File: src/rtl/psq_pkg.sv
// psq_pkg: shared constants, codes and types of the playhead loop sequencer.
// Used by every module of the block; depends on nothing else.
`timescale 1ns / 1ps

package psq_pkg;

   // request / response packing
   localparam int REQ_DATA_W = 48;
   localparam int REQ_USER_W = 2;
   localparam int RSP_DATA_W = 40;
   localparam int CSR_INDEX_W = 3;
   localparam int CSR_DATA_W = 18;

   // field widths
   localparam int FRAME_W = 16;
   localparam int RATE_W = 18;
   localparam int SPEED_W = 16;
   localparam int MODE_W = 2;
   localparam int DT_W = 24;
   localparam int SEEK_W = 17;
   localparam int POS_W = 48;
   localparam int POS_FRAC_BITS = 16;
   localparam int DUR_W = FRAME_W + POS_FRAC_BITS;

   // shared multiplier operand widths
   localparam int MUL_A_W = 24;
   localparam int MUL_B_W = 18;
   localparam int MUL_Q_W = MUL_A_W + MUL_B_W;
   localparam int MUL_SPLIT = 21;

   // shared divider
   localparam int DIV_STEP_W = 6;
   localparam int DIV_Q_W = 16;

   localparam logic [SEEK_W-1:0] SEEK_ONE = 17'd65536;
   localparam logic [POS_W-1:0] POS_MAX = 48'h7FFF_FFFF_FFFF;
   localparam logic [POS_W-1:0] POS_MIN = 48'h8000_0000_0000;

   // opcodes
   localparam logic [REQ_USER_W-1:0] OP_TICK = 2'd0;
   localparam logic [REQ_USER_W-1:0] OP_SEEK = 2'd1;
   localparam logic [REQ_USER_W-1:0] OP_RESTART = 2'd2;

   // loop modes, anything else behaves as one-shot
   localparam logic [MODE_W-1:0] MODE_LOOP = 2'd0;
   localparam logic [MODE_W-1:0] MODE_PINGPONG = 2'd1;

   // register indexes
   localparam logic [CSR_INDEX_W-1:0] CSR_FRAME_COUNT = 3'd0;
   localparam logic [CSR_INDEX_W-1:0] CSR_FRAME_RATE = 3'd1;
   localparam logic [CSR_INDEX_W-1:0] CSR_SPEED = 3'd2;
   localparam logic [CSR_INDEX_W-1:0] CSR_REVERSE = 3'd3;
   localparam logic [CSR_INDEX_W-1:0] CSR_LOOP_MODE = 3'd4;

   localparam logic [DIV_STEP_W-1:0] DIV_STEPS_MOD = 6'd48;
   localparam logic [DIV_STEP_W-1:0] DIV_STEPS_PHEAD = 6'd16;

   typedef enum logic [3:0] {
      S_IDLE,
      S_MUL_A,
      S_MUL_LO,
      S_MUL_HI,
      S_MAG,
      S_ADD,
      S_BOUND,
      S_MOD,
      S_FRAME,
      S_PHEAD,
      S_SEEK_A,
      S_SEEK_B,
      S_SEEK_C,
      S_OUT
   } state_type;

   typedef struct packed {
      logic start;
      logic [DUR_W-1:0] rem_init;
      logic [POS_W-1:0] dividend;
      logic [DIV_STEP_W-1:0] steps;
      logic [DUR_W-1:0] divisor;
   } div_req_type;

   typedef struct packed {
      logic done;
      logic [DIV_Q_W-1:0] quotient;
      logic [DUR_W-1:0] remainder;
   } div_rsp_type;

endpackage

File: src/rtl/psq_mul.sv
// psq_mul: shared unsigned multiplier with a registered product.
// Depends on psq_pkg for operand widths.
`timescale 1ns / 1ps

module psq_mul (
   input  logic                          clock,
   input  logic [psq_pkg::MUL_A_W-1:0]   mul_a,
   input  logic [psq_pkg::MUL_B_W-1:0]   mul_b,
   output logic [psq_pkg::MUL_Q_W-1:0]   mul_q
);

   logic [psq_pkg::MUL_Q_W-1:0] prod_ff;
   logic [psq_pkg::MUL_Q_W-1:0] prod_in;

   assign prod_in = {{psq_pkg::MUL_B_W{1'b0}}, mul_a} * {{psq_pkg::MUL_A_W{1'b0}}, mul_b};
   assign mul_q = prod_ff;

   always_ff @(posedge clock) begin
      prod_ff <= prod_in;
   end

endmodule

File: src/rtl/psq_div.sv
// psq_div: restoring divider, one quotient bit per cycle, shared by the
// loop modulo and the playhead division. Depends on psq_pkg.
`timescale 1ns / 1ps

module psq_div (
   input  logic                  clock,
   input  logic                  reset,
   input  psq_pkg::div_req_type  div_req,
   output psq_pkg::div_rsp_type  div_rsp
);

   logic                           busy_ff, busy_in;
   logic                           done_ff, done_in;
   logic [psq_pkg::DIV_STEP_W-1:0] cnt_ff, cnt_in;
   logic [psq_pkg::DUR_W-1:0]      rem_ff, rem_in;
   logic [psq_pkg::POS_W-1:0]      dvd_ff, dvd_in;
   logic [psq_pkg::DUR_W-1:0]      dsr_ff, dsr_in;
   logic [psq_pkg::DIV_Q_W-1:0]    quot_ff, quot_in;
   logic [psq_pkg::DUR_W:0]        trial;
   logic                           fits;

   // partial remainder with the next dividend bit brought down
   assign trial = {rem_ff, dvd_ff[psq_pkg::POS_W-1]};
   assign fits = trial >= {1'b0, dsr_ff};

   always_comb begin
      busy_in = busy_ff;
      done_in = 1'b0;
      cnt_in = cnt_ff;
      rem_in = rem_ff;
      dvd_in = dvd_ff;
      dsr_in = dsr_ff;
      quot_in = quot_ff;
      if (div_req.start) begin
         busy_in = 1'b1;
         cnt_in = div_req.steps;
         rem_in = div_req.rem_init;
         dvd_in = div_req.dividend;
         dsr_in = div_req.divisor;
         quot_in = '0;
      end else if (busy_ff) begin
         rem_in = fits ? trial[psq_pkg::DUR_W-1:0] - dsr_ff : trial[psq_pkg::DUR_W-1:0];
         dvd_in = {dvd_ff[psq_pkg::POS_W-2:0], 1'b0};
         quot_in = {quot_ff[psq_pkg::DIV_Q_W-2:0], fits};
         cnt_in = cnt_ff - 1'b1;
         if (cnt_ff == 6'd1) begin
            busy_in = 1'b0;
            done_in = 1'b1;
         end
      end
   end

   always_ff @(posedge clock) begin
      if (reset) begin
         busy_ff <= 1'b0;
         done_ff <= 1'b0;
         cnt_ff <= '0;
      end else begin
         busy_ff <= busy_in;
         done_ff <= done_in;
         cnt_ff <= cnt_in;
      end
      rem_ff <= rem_in;
      dvd_ff <= dvd_in;
      dsr_ff <= dsr_in;
      quot_ff <= quot_in;
   end

   assign div_rsp.done = done_ff;
   assign div_rsp.quotient = quot_ff;
   assign div_rsp.remainder = rem_ff;

endmodule

File: src/rtl/playhead_loop_sequencer.sv
// playhead_loop_sequencer: frame sequence playhead with loop, ping-pong and one-shot ends.
// Restart and idle tick respond directly; seek uses two passes through the shared multiplier;
// tick uses three passes through it and the restoring divider (48 steps for the wrap modulo,
// only when the loop wraps, and 16 for the playhead).
// One request at a time; the next is taken the cycle after the response is registered.
// Synchronous active-high reset: registers to their defaults, position 0, playing, forward.
`timescale 1ns / 1ps

module playhead_loop_sequencer (
   input  logic                              clock,
   input  logic                              reset,
   input  logic                              req_tvalid,
   output logic                              req_tready,
   // dt_seconds [23:0], seek_position [40:24], zero pad [47:41]
   input  logic [psq_pkg::REQ_DATA_W-1:0]    req_tdata,
   // opcode [1:0]
   input  logic [psq_pkg::REQ_USER_W-1:0]    req_tuser,
   output logic                              rsp_tvalid,
   input  logic                              rsp_tready,
   // frame_index [15:0], playhead [32:16], is_playing [33], forward_dir [34], zero pad [39:35]
   output logic [psq_pkg::RSP_DATA_W-1:0]    rsp_tdata,
   input  logic                              csr_valid,
   output logic                              csr_ready,
   input  logic [psq_pkg::CSR_INDEX_W-1:0]   csr_index,
   input  logic [psq_pkg::CSR_DATA_W-1:0]    csr_data
);

   psq_pkg::state_type state_ff, state_in;

   logic [psq_pkg::FRAME_W-1:0] frame_count_ff;
   logic [psq_pkg::RATE_W-1:0]  frame_rate_ff;
   logic [psq_pkg::SPEED_W-1:0] speed_ff;
   logic                        reverse_ff;
   logic [psq_pkg::MODE_W-1:0]  loop_mode_ff;

   logic [psq_pkg::POS_W-1:0]   pos_ff, pos_in;
   logic                        fwd_ff, fwd_in;
   logic                        play_ff, play_in;
   logic [psq_pkg::FRAME_W-1:0] frame_ff, frame_in;
   logic [psq_pkg::SEEK_W-1:0]  phead_ff, phead_in;

   logic [psq_pkg::DT_W-1:0]    dt_ff, dt_in;
   logic [psq_pkg::SEEK_W-1:0]  seek_ff, seek_in;
   logic [psq_pkg::MUL_Q_W-psq_pkg::MUL_SPLIT-1:0] ahi_ff, ahi_in;
   logic [psq_pkg::MUL_SPLIT+psq_pkg::SPEED_W-1:0] lo_ff, lo_in;
   logic [psq_pkg::MUL_Q_W-1:0] mag_ff, mag_in;
   logic                        mod_neg_ff, mod_neg_in;

   logic                          rsp_valid_ff, rsp_valid_in;
   logic [psq_pkg::RSP_DATA_W-1:0] rsp_data_ff, rsp_data_in;

   logic [psq_pkg::MUL_A_W-1:0] mul_a;
   logic [psq_pkg::MUL_B_W-1:0] mul_b;
   logic [psq_pkg::MUL_Q_W-1:0] mul_q;
   psq_pkg::div_req_type        div_req;
   psq_pkg::div_rsp_type        div_rsp;

   logic [psq_pkg::DUR_W-1:0]   dur;
   logic [psq_pkg::FRAME_W-1:0] n_m1;
   logic [psq_pkg::SPEED_W-1:0] smag;
   logic                        neg_dir;
   logic [psq_pkg::SEEK_W-1:0]  seek_clamp;
   logic [57:0]                 mag_wide;
   logic [psq_pkg::POS_W:0]     sum;
   logic                        pos_ge_dur;
   logic                        pos_le_zero;
   logic [psq_pkg::DUR_W-1:0]   whole_frames;

   psq_mul u_mul (
      .clock (clock),
      .mul_a (mul_a),
      .mul_b (mul_b),
      .mul_q (mul_q)
   );

   psq_div u_div (
      .clock   (clock),
      .reset   (reset),
      .div_req (div_req),
      .div_rsp (div_rsp)
   );

   assign csr_ready = 1'b1;
   assign rsp_tvalid = rsp_valid_ff;
   assign rsp_tdata = rsp_data_ff;

   assign dur = {frame_count_ff, {psq_pkg::POS_FRAC_BITS{1'b0}}};
   assign n_m1 = frame_count_ff - 1'b1;
   assign smag = speed_ff[psq_pkg::SPEED_W-1] ? (16'd0 - speed_ff) : speed_ff;
   assign neg_dir = speed_ff[psq_pkg::SPEED_W-1] ^ reverse_ff
                    ^ ((loop_mode_ff == psq_pkg::MODE_PINGPONG) && !fwd_ff);
   assign seek_clamp = (req_tdata[40:24] > psq_pkg::SEEK_ONE) ? psq_pkg::SEEK_ONE
                                                              : req_tdata[40:24];
   // dt*rate*|speed| from the two partial products, 32 fraction bits
   assign mag_wide = {mul_q[36:0], 21'd0} + {21'd0, lo_ff};
   assign sum = pos_ff[psq_pkg::POS_W-1]
                ? {1'b1, pos_ff} + (neg_dir ? -{7'd0, mag_ff} : {7'd0, mag_ff})
                : {1'b0, pos_ff} + (neg_dir ? -{7'd0, mag_ff} : {7'd0, mag_ff});
   assign pos_ge_dur = !pos_ff[psq_pkg::POS_W-1] && (pos_ff >= {16'd0, dur});
   assign pos_le_zero = pos_ff[psq_pkg::POS_W-1] || (pos_ff == '0);
   assign whole_frames = pos_ff[psq_pkg::POS_W-1:psq_pkg::POS_FRAC_BITS];

   always_comb begin
      state_in = state_ff;
      pos_in = pos_ff;
      fwd_in = fwd_ff;
      play_in = play_ff;
      frame_in = frame_ff;
      phead_in = phead_ff;
      dt_in = dt_ff;
      seek_in = seek_ff;
      ahi_in = ahi_ff;
      lo_in = lo_ff;
      mag_in = mag_ff;
      mod_neg_in = mod_neg_ff;
      rsp_valid_in = rsp_valid_ff && !rsp_tready;
      rsp_data_in = rsp_data_ff;
      mul_a = '0;
      mul_b = '0;
      div_req = '0;
      req_tready = 1'b0;
      case (state_ff)
         psq_pkg::S_IDLE: begin
            req_tready = 1'b1;
            if (req_tvalid) begin
               dt_in = req_tdata[23:0];
               seek_in = seek_clamp;
               case (req_tuser)
                  psq_pkg::OP_TICK: begin
                     if (play_ff && (frame_count_ff != '0) && (frame_rate_ff != '0)) begin
                        state_in = psq_pkg::S_MUL_A;
                     end else begin
                        state_in = psq_pkg::S_OUT;
                     end
                  end
                  psq_pkg::OP_SEEK: begin
                     state_in = psq_pkg::S_SEEK_A;
                  end
                  psq_pkg::OP_RESTART: begin
                     pos_in = '0;
                     frame_in = '0;
                     phead_in = '0;
                     fwd_in = 1'b1;
                     play_in = 1'b1;
                     state_in = psq_pkg::S_OUT;
                  end
                  default: begin
                     state_in = psq_pkg::S_OUT;
                  end
               endcase
            end
         end
         psq_pkg::S_MUL_A: begin
            mul_a = dt_ff;
            mul_b = frame_rate_ff;
            state_in = psq_pkg::S_MUL_LO;
         end
         psq_pkg::S_MUL_LO: begin
            ahi_in = mul_q[psq_pkg::MUL_Q_W-1:psq_pkg::MUL_SPLIT];
            mul_a = {3'd0, mul_q[psq_pkg::MUL_SPLIT-1:0]};
            mul_b = {2'd0, smag};
            state_in = psq_pkg::S_MUL_HI;
         end
         psq_pkg::S_MUL_HI: begin
            lo_in = mul_q[36:0];
            mul_a = {3'd0, ahi_ff};
            mul_b = {2'd0, smag};
            state_in = psq_pkg::S_MAG;
         end
         psq_pkg::S_MAG: begin
            mag_in = mag_wide[57:16];
            state_in = psq_pkg::S_ADD;
         end
         psq_pkg::S_ADD: begin
            if (sum[psq_pkg::POS_W] != sum[psq_pkg::POS_W-1]) begin
               pos_in = sum[psq_pkg::POS_W] ? psq_pkg::POS_MIN : psq_pkg::POS_MAX;
            end else begin
               pos_in = sum[psq_pkg::POS_W-1:0];
            end
            state_in = psq_pkg::S_BOUND;
         end
         psq_pkg::S_BOUND: begin
            state_in = psq_pkg::S_FRAME;
            div_req.divisor = dur;
            div_req.rem_init = '0;
            div_req.steps = psq_pkg::DIV_STEPS_MOD;
            if (pos_ge_dur) begin
               if (loop_mode_ff == psq_pkg::MODE_LOOP) begin
                  div_req.start = 1'b1;
                  div_req.dividend = pos_ff;
                  mod_neg_in = 1'b0;
                  state_in = psq_pkg::S_MOD;
               end else if (loop_mode_ff == psq_pkg::MODE_PINGPONG) begin
                  pos_in = {15'd0, dur, 1'b0} - pos_ff;
                  fwd_in = 1'b0;
               end else begin
                  pos_in = {16'd0, dur};
                  play_in = 1'b0;
               end
            end else if (pos_ff[psq_pkg::POS_W-1]) begin
               if (loop_mode_ff == psq_pkg::MODE_LOOP) begin
                  div_req.start = 1'b1;
                  div_req.dividend = 48'd0 - pos_ff;
                  mod_neg_in = 1'b1;
                  state_in = psq_pkg::S_MOD;
               end else if (loop_mode_ff == psq_pkg::MODE_PINGPONG) begin
                  pos_in = (pos_ff == psq_pkg::POS_MIN) ? psq_pkg::POS_MAX : 48'd0 - pos_ff;
                  fwd_in = 1'b1;
               end else begin
                  pos_in = '0;
                  play_in = 1'b0;
               end
            end
         end
         psq_pkg::S_MOD: begin
            if (div_rsp.done) begin
               if (!mod_neg_ff) begin
                  pos_in = {16'd0, div_rsp.remainder};
               end else if (div_rsp.remainder == '0) begin
                  pos_in = '0;
               end else begin
                  pos_in = {16'd0, dur - div_rsp.remainder};
               end
               state_in = psq_pkg::S_FRAME;
            end
         end
         psq_pkg::S_FRAME: begin
            if (pos_le_zero) begin
               frame_in = '0;
               phead_in = '0;
               state_in = psq_pkg::S_OUT;
            end else begin
               frame_in = (whole_frames >= {16'd0, frame_count_ff}) ? n_m1
                                                                     : whole_frames[15:0];
               if (pos_ge_dur) begin
                  phead_in = psq_pkg::SEEK_ONE;
                  state_in = psq_pkg::S_OUT;
               end else begin
                  // position is below the duration, so it seeds the remainder directly
                  div_req.start = 1'b1;
                  div_req.rem_init = pos_ff[psq_pkg::DUR_W-1:0];
                  div_req.dividend = '0;
                  div_req.steps = psq_pkg::DIV_STEPS_PHEAD;
                  div_req.divisor = dur;
                  state_in = psq_pkg::S_PHEAD;
               end
            end
         end
         psq_pkg::S_PHEAD: begin
            if (div_rsp.done) begin
               phead_in = {1'b0, div_rsp.quotient};
               state_in = psq_pkg::S_OUT;
            end
         end
         psq_pkg::S_SEEK_A: begin
            mul_a = {7'd0, seek_ff};
            mul_b = {2'd0, frame_count_ff};
            state_in = psq_pkg::S_SEEK_B;
         end
         psq_pkg::S_SEEK_B: begin
            pos_in = {6'd0, mul_q};
            mul_a = {7'd0, seek_ff};
            mul_b = {2'd0, n_m1};
            state_in = psq_pkg::S_SEEK_C;
         end
         psq_pkg::S_SEEK_C: begin
            frame_in = (frame_count_ff == '0) ? '0 : mul_q[31:16];
            phead_in = seek_ff;
            state_in = psq_pkg::S_OUT;
         end
         psq_pkg::S_OUT: begin
            if (!rsp_valid_ff || rsp_tready) begin
               rsp_valid_in = 1'b1;
               rsp_data_in = {5'd0, fwd_ff, play_ff, phead_ff, frame_ff};
               state_in = psq_pkg::S_IDLE;
            end
         end
         default: begin
            state_in = psq_pkg::S_IDLE;
         end
      endcase
   end

   always_ff @(posedge clock) begin
      if (reset) begin
         state_ff <= psq_pkg::S_IDLE;
      end else begin
         state_ff <= state_in;
      end
   end

   always_ff @(posedge clock) begin
      if (reset) begin
         pos_ff <= '0;
         fwd_ff <= 1'b1;
         play_ff <= 1'b1;
         frame_ff <= '0;
         phead_ff <= '0;
         rsp_valid_ff <= 1'b0;
      end else begin
         pos_ff <= pos_in;
         fwd_ff <= fwd_in;
         play_ff <= play_in;
         frame_ff <= frame_in;
         phead_ff <= phead_in;
         rsp_valid_ff <= rsp_valid_in;
      end
      dt_ff <= dt_in;
      seek_ff <= seek_in;
      ahi_ff <= ahi_in;
      lo_ff <= lo_in;
      mag_ff <= mag_in;
      mod_neg_ff <= mod_neg_in;
      rsp_data_ff <= rsp_data_in;
   end

   always_ff @(posedge clock) begin
      if (reset) begin
         frame_count_ff <= '0;
         frame_rate_ff <= 18'd7680;
         speed_ff <= 16'd256;
         reverse_ff <= 1'b0;
         loop_mode_ff <= '0;
      end else if (csr_valid) begin
         case (csr_index)
            psq_pkg::CSR_FRAME_COUNT: frame_count_ff <= csr_data[psq_pkg::FRAME_W-1:0];
            psq_pkg::CSR_FRAME_RATE:  frame_rate_ff <= csr_data;
            psq_pkg::CSR_SPEED:       speed_ff <= csr_data[psq_pkg::SPEED_W-1:0];
            psq_pkg::CSR_REVERSE:     reverse_ff <= csr_data[0];
            psq_pkg::CSR_LOOP_MODE:   loop_mode_ff <= csr_data[psq_pkg::MODE_W-1:0];
            default: begin
            end
         endcase
      end
   end

endmodule

File: config.mk
export PLATFORM = sky130hd
export DESIGN_NAME = playhead_loop_sequencer
export DESIGN_NICKNAME = d
export VERILOG_FILES = /design/src/rtl/psq_pkg.sv /design/src/rtl/psq_mul.sv /design/src/rtl/psq_div.sv /design/src/rtl/playhead_loop_sequencer.sv
export SDC_FILE = /design/constraint.sdc
export NUM_CORES = 2
export LEC_CHECK = 0
export ABC_AREA = 1
export BUFFER_PORTS_ARGS = -buffer_cell sky130_fd_sc_hd__buf_2
export CAP_MARGIN = 20
export CELL_PAD_IN_SITES_DETAIL_PLACEMENT = 1
export CELL_PAD_IN_SITES_GLOBAL_PLACEMENT = 2
export CORE_MARGIN = 10
export CORE_UTILIZATION = 32
export DETAILED_ROUTE_END_ITERATION = 10
export PLACE_DENSITY_LB_ADDON = 0.1
export SLEW_MARGIN = 10
export SYNTH_ARGS = -nofsm -noshare
export SYNTH_HDL_FRONTEND = slang
export SYNTH_SLANG_ARGS = --single-unit
File: constraint.sdc
create_clock -name clock -period 12.4 [get_ports clock]
set_clock_uncertainty 0.1 [all_clocks]
set_input_delay 0.62 -clock clock [delete_from_list [all_inputs] [get_ports clock]]
set_output_delay 0.62 -clock clock [all_outputs]
set_load 0.005 [all_outputs]
# Yosys cells after proc, flatten, opt, wreduce, memory -nomap -nowiden
# Cells that the tools add are included.
[classes]
add_sub_neg = 11
mul = 1
n_lt_le_gt_ge = 4
eq_ne = 33
n_mux = 86
bitwise = 3
reduce_logical = 44
[op_table]
columns = ["operator", "n"]
rows = [
  ["two-way mux 48 bit", 18],
  ["case mux 48 bit (5 select lines)", 1],
  ["two-way mux 119 bit", 2],
  ["case mux 119 bit (2 select lines)", 1],
  ["two-way mux 32 bit", 5],
  ["two-way mux 49 bit", 2],
  ["two-way mux 16 bit", 6],
  ["case mux 24 bit (4 select lines)", 1],
  ["two-way mux 17 bit", 5],
  ["case mux 18 bit (4 select lines)", 1],
  ["case mux 17 bit (4 select lines)", 1],
  ["subtractor 32 bit", 2],
  ["adder 58 x 37 -> 58 bit", 1],
  ["case mux 4 bit (14 select lines)", 1],
  ["adder 48 x 49 -> 49 bit", 1],
  ["adder 49 bit", 1],
  ["negation 42 -> 49 bit", 1],
  ["equality test 48 bit (second input constant)", 1],
  ["greater-or-equal comparator 48 x 32 -> 1 bit", 1],
  ["zero test 48 bit", 1],
  ["case mux 16 bit (3 select lines)", 1],
  ["subtractor 1 x 48 -> 48 bit (first input constant)", 1],
  ["subtractor 33 x 48 -> 48 bit", 1],
  ["multiplier 24 x 18 -> 42 bit", 1],
  ["49 further kinds", 125],
]
[word_totals]
ff_bits = 496
inputBits = 76
output_inout_bits = 43
elab_cells = 210

# Logic depth before layout (Yosys ltp)
[depth]
ltp_word = 9
mapped_depth = 38
depth_no_buf = 38

# Cells and area by module
# A second synthesis with hierarchy kept.
[unflattened]
cells_unflattened = 7288
area_unflattened_um2 = 50347.0
[by_module_without_submodules]
columns = ["mod", "n_inst", "cells_each", "area_per_inst_um2", "seq_area_each_um2"]
rows = [
  ["playhead_loop_sequencer", 1, 4052, 26316.5, 7657.3],
  ["psq_mul", 1, 2104, 15637.5, 840.8],
  ["psq_div", 1, 1132, 8393.0, 3843.7],
]

# Worst setup path before layout
# OpenSTA, ideal clock, no wires.
[synth_timing]
path_type = "register to register"
startpoint = "register state_ff[1]"
endpoint = "register u_mul.prod_ff, in the netlist u_mul.mul_q[34]"
setup_time_ns = 0.122
arrival_time_ns = 7.101
required_ns = 12.178
setup_slack_ns = 5.077
stages_incl_launch_ff = 34
path_buffers = 3
path_cell_list = "dfxtp_1 -> buf_2 -> nand2_1 -> nor2_1 -> clkbuf_1 -> nand2_1 -> nand2_1 -> clkbuf_1 -> nand2_1 -> fa_1 -> inv_1 -> fa_1 -> inv_1 -> fa_1 -> inv_1 -> fa_1 -> fa_1 -> inv_1 -> fa_1 -> inv_1 -> ha_1 -> a21oi_1 -> o21ai_0 -> inv_1 -> o21ai_0 -> a21oi_1 -> o21ai_0 -> nand2_1 -> nand2_1 -> nand2_1 -> nand2_1 -> nand2_1 -> nand2_1 -> xor2_1"
[synth_between]
elab_chain_cells = 4
word_cells_on_any_way = 10
[synth_rtl]
columns = ["element", "line_no", "text"]
rows = [
  ["start: declaration", "playhead_loop_sequencer.sv:28", "psq_pkg::state_type state_ff, state_in;"],
  ["start signal: assignment", "playhead_loop_sequencer.sv:286", "state_ff <= psq_pkg::S_IDLE;"],
  ["start signal: assignment", "playhead_loop_sequencer.sv:288", "state_ff <= state_in;"],
  ["equality test 4 bit or equality test 4 x 2 -> 1 bit (tied branches)", "playhead_loop_sequencer.sv:122", "case (state_ff)"],
  ["OR reduction 2 bit (no line)", "n/a", ""],
  ["case mux 24 bit (4 select lines) or case mux 18 bit (4 select lines) (tied branches)", "playhead_loop_sequencer.sv:122", ""],
  ["multiplier 24 x 18 -> 42 bit *", "psq_mul.sv:15", "assign prod_in = {{psq_pkg::MUL_B_W{1'b0}}, mul_a} * {{psq_pkg::MUL_A_W{1'b0}}, mul_b};"],
  ["net u_mul.prod_in, one bit", "psq_mul.sv:13", "logic [psq_pkg::MUL_Q_W-1:0] prod_in;"],
  ["end signal: assignment", "psq_mul.sv:19", "prod_ff <= prod_in;"],
  ["end: declaration", "psq_mul.sv:12", "logic [psq_pkg::MUL_Q_W-1:0] prod_ff;"],
]
# The timed path passes the listed nets; every way through them passes the cells marked *.
# A chain may end at the register's enable or synchronous reset.

# Worst setup path in the final report
[layout_timing]
startpoint = "register frame_count_ff[0] (netlist name)"
endpoint = "register u_mul.prod_ff, in the netlist u_mul.mul_q[41]"
[layout_between]
elab_chain_cells = 3
[layout_rtl]
columns = ["element", "line_no", "text"]
rows = [
  ["start: declaration", "playhead_loop_sequencer.sv:30", "logic [psq_pkg::FRAME_W-1:0] frame_count_ff;"],
  ["start signal: assignment", "playhead_loop_sequencer.sv:326", "psq_pkg::CSR_FRAME_COUNT: frame_count_ff <= csr_data[psq_pkg::FRAME_W-1:0];"],
  ["subtractor 16 x 1 -> 16 bit", "playhead_loop_sequencer.sv:88", "assign n_m1 = frame_count_ff - 1'b1;"],
  ["case mux 18 bit (4 select lines) *", "playhead_loop_sequencer.sv:122", ""],
  ["multiplier 24 x 18 -> 42 bit *", "psq_mul.sv:15", ""],
  ["net u_mul.prod_in, one bit", "psq_mul.sv:13", ""],
]
# Marked as above.

==> flow_metrics.py <==
metrics = {
    "worst_setup_path": {
        "cp-start-kind": "register",
        "crit_slowest_cell": "inv_1",
        "path_class": "reg2reg",
        "reg2reg_from": "frame_count_ff[0]$_SDFFE_PP0P_",
        "critPathCaptureType": "register",
        "cp_max_fo": 22,
        "cp-startpoint": "frame_count_ff[0]$_SDFFE_PP0P_",
        "critPathRequiredTime_ns": 12.93,
        "crit_arrival_ns": 9.87,
        "critical-path-max-stage-delay_ns": 0.69,
    },
    "route": {
        "drt_iter0_drc": 2959,
        "drc": 0,
        "first_pass_iters": 5,
        "vias": 42670,
        "wl_per_cell_um": 25.87,
        "drt-total-wl_um": 213700,
        "viasPerCell": 5.165,
        "final_antenna_net_count": 0,
    },
    "power_and_ir_drop": {
        "p_per_area_nw_per_um2": 166.4,
        "power.leakage_nw": 24.77,
        "total_power_mw": 8.422,
        "ir_worst_vdd_mv": 0.1245,
    },
    "synth": {
        "ys_warn_count": 0,
        "syn_avg_cell_area_sq_um": 7.335,
        "synth_area_sq_um": 45850,
        "synth_cell_types": 64,
        "synth-edff-count": 257,
        "ys_async_sr_fraction_pct": 0,
        "synthCells": 6250,
        "yosysSeqAreaShare_pct": 25.87,
        "synth_flop_cell": "edfxtp_1",
        "yosys_register_bits": 464,
    },
    "clocking": {
        "path_clk_slew_ns": 0.06,
        "cts_tree": "built",
        "htree_levels": 2,
        "cts_inserted_buffers": 57,
        "clockBufferDepth": 3,
        "clk_root_buffer_cell": "clkbuf_16",
        "cts_resized": 0,
        "cts.sinks": 464,
        "clk_latency_ns": 0.70,
    },
    "global_route": {
        "grt_pass1_vias": 44960,
        "grt-ovfl-total": 0,
        "grt_max_degree": 64,
        "grt_usage_pct": 26.51,
        "antenna_found_initial": 12,
        "grt_pass1_wl_um": 310400,
    },
    "status": {
        "status": "completed",
    },
    "timing": {
        "max_freq_ghz": 0.1071,
        "relSlewSlack_pct": 30.87,
        "setup_tns_ns": 0,
        "hold_viol": 0,
        "drv_slew": 0,
        "fin_crit_ns": 9.339,
        "setup_violations": 0,
        "rsz0062_at_grt": "false",
        "tightest_slew_ns": 1.033,
        "post-route-period-util_pct": 75.31,
        "fin_hold_ws_ns": 0.04273,
    },
    "floorplanning": {
        "core_sq_um": 141900,
        "start_util_pct": 32.30,
        "die_area_sq_um": 158800,
        "io_pins": 119,
        "die_y_um": 398.5,
        "row_count": 138,
        "die_width_um": 398.5,
    },
    "placement": {
        "place.gp.congestion": 0.9319,
        "dp.cells": 8131,
        "hpwl_um": 175300,
        "port_buffers": 105,
    },
    "worst_hold_path": {
        "hold_path.class": "in2reg",
        "hold_start": "req_tdata[40]",
    },
    "cells_and_area": {
        "nets": 6999,
        "syn_to_final_growth_pct": 10.39,
        "fin_cells": 8262,
        "layout-drive-gt1-share_pct": 6.000,
    },
    "job": {
        "maxCapViolCount": 0,
    },
}
[sequential cells by signal, indices dropped and copies added, names as in the netlist, 6 cells and up]
signal / flops
ahi_ff: 21
dt_ff: 24
frame_count_ff: 16
frame_ff: 16
frame_rate_ff: 18
lo_ff: 21
mag_ff: 42
phead_ff: 17
pos_ff: 48
rsp_tdata: 35
seek_ff: 17
speed_ff: 16
u_div.cnt_ff: 6
u_div.dsr_ff: 16
u_div.dvd_ff: 48
u_div.quot_ff: 16
u_div.rem_ff: 32
u_mul.mul_q: 42
[final cells by class]
type	count	area (sq um)
fill	17730	91320
multi-input combinational	4428	28780
sequential	464	11860
inverter	1164	4374
tap	1890	2365
clock buffer	75	1544
timing repair buffer	203	1306
clock inverter	33	362.8
antenna	5	12.51
[worst max-delay path, delay by kind of cell, from the launching register on]
family	cells	cell delay, ns
adders and majority gates	8	3.89
buffers and inverters	7	1.42
DFF	1	0.67
AOI/OAI and AO/OA	2	0.91
and+or+nand+nor	12	1.93
xor gates and xnor gates	2	0.33
[routing by layer]
layer | GRT usage (%) | part of all wire (%) | routed length, um | vias up
li1 | - | - | - | 20000
met1 | 33.80 | 43 | 92140 | 21450
met2 | 46.06 | 48 | 103600 | 944
met3 | 2.509 | 4.1 | 8676 | 277
met4 | 10.18 | 4.4 | 9302 | 2
met5 | 0 | 0.0061 | 13 | -
[synthesized netlist by cell type (all sizes together) (2+ instances only)]
| master | n | area share (%) |
|---|---|---|
| and2 | 8 | 0.11 |
| a221oi | 14 | 0.27 |
| nor4 | 30 | 0.41 |
| o21ai | 269 | 2.9 |
| nor2 | 684 | 5.8 |
| a211oi | 8 | 0.13 |
| a21oi | 322 | 3.6 |
| o221ai | 6 | 0.11 |
| ha | 250 | 6.8 |
| a21boi | 11 | 0.19 |
| buf | 84 | 1.1 |
| o31ai | 2 | 0.033 |
| a22oi | 2 | 0.033 |
| o211ai | 36 | 0.59 |
| fa | 355 | 16 |
| xnor2 | 72 | 1.4 |
| nand2b | 2 | 0.027 |
| or2 | 14 | 0.19 |
| dfxtp | 207 | 9.0 |
| edfxtp | 257 | 17 |
| o21bai | 25 | 0.41 |
| clkinv | 12 | 0.10 |
| a31oi | 29 | 0.40 |
| o21a | 11 | 0.18 |
| o2111ai | 4 | 0.076 |
| a32o | 5 | 0.11 |
| o22ai | 110 | 1.5 |
| nand2 | 1519 | 13 |
| and3 | 4 | 0.055 |
| a22o | 43 | 0.82 |
| nand3b | 13 | 0.21 |
| xor2 | 161 | 3.1 |
| conb | 2 | 0.016 |
| a21o | 12 | 0.20 |
| nand4 | 62 | 0.85 |
| clkbuf | 114 | 0.93 |
| inv | 1152 | 9.4 |
| o311ai | 15 | 0.29 |
| nand3 | 243 | 2.7 |
| nor3 | 78 | 0.90 |
[logic make-up after synthesis]
group	synth area share (%)
simple gates	23.86
buf+inv	11.56
compound gates	11.92
fa+ha+maj	22.32
flops	25.87
xor+xnor	4.451
other cells	0.01638
[worst paths after layout]
kind / end / slack, ns / cells after the start
worst min-delay path: seek_ff[16]$_SDFFCE_PN1P_ / 0.04 / 1
worst min register to register: mag_ff[0]$_DFFE_PP_ / 0.32 / 0
worst max register to register: u_mul.mul_q[41]$_DFF_P_ / 3.06 / 31
worst max-delay path: u_mul.mul_q[41]$_DFF_P_ / 3.06 / 31
[cell usage in the layout (no fill, tap or decap), drive strengths merged, types with 12 or more instances in the layout]
master / count
a21o: 12
a21oi: 322
a221oi: 14
a22o: 43
a31oi: 29
buf: 185
clkbuf: 75
clkinv: 35
dfxtp: 207
dlygate4sd3: 18
edfxtp: 257
fa: 355
ha: 250
inv: 1155
nand2: 1519
nand3: 243
nand3b: 13
nand4: 62
nor2: 684
nor3: 78
nor4: 30
o211ai: 36
o21ai: 269
o21bai: 25
o22ai: 110
o311ai: 15
or2: 14
xnor2: 72
xor2: 161
[where the power goes]
part / total (mW) / leakage (nW) / internal [mW] / switching [mW]
combinational: 4.29 / 19.8 / 1.15 / 3.14
clock: 1.76 / 0.921 / 0.987 / 0.771
sequential: 2.38 / 4.04 / 2.04 / 0.339
[timing repair]
action,4_1_cts,5_1_grt
hold buffers,18,0
setup buffers,0,0
hold endpoints to repair,18,0
[per-stage QoR]
| stage | utilization (%) | instance area, sq um | worst slack [ns] |
|---|---|---|---|
| 2_1_floorplan | - | 45860 | 5.077 |
| 3_3_place_gp | 34.18 | 48510 | 3.065 |
| 3_5_place_dp | 34.18 | 48510 | 3.016 |
| 4_1_cts | 35.65 | 50600 | 2.972 |
| 5_1_grt | 35.65 | 50600 | 2.579 |
| 6_report | 35.66 | 50610 | 3.061 |
(Power assumes the default switching activity.)
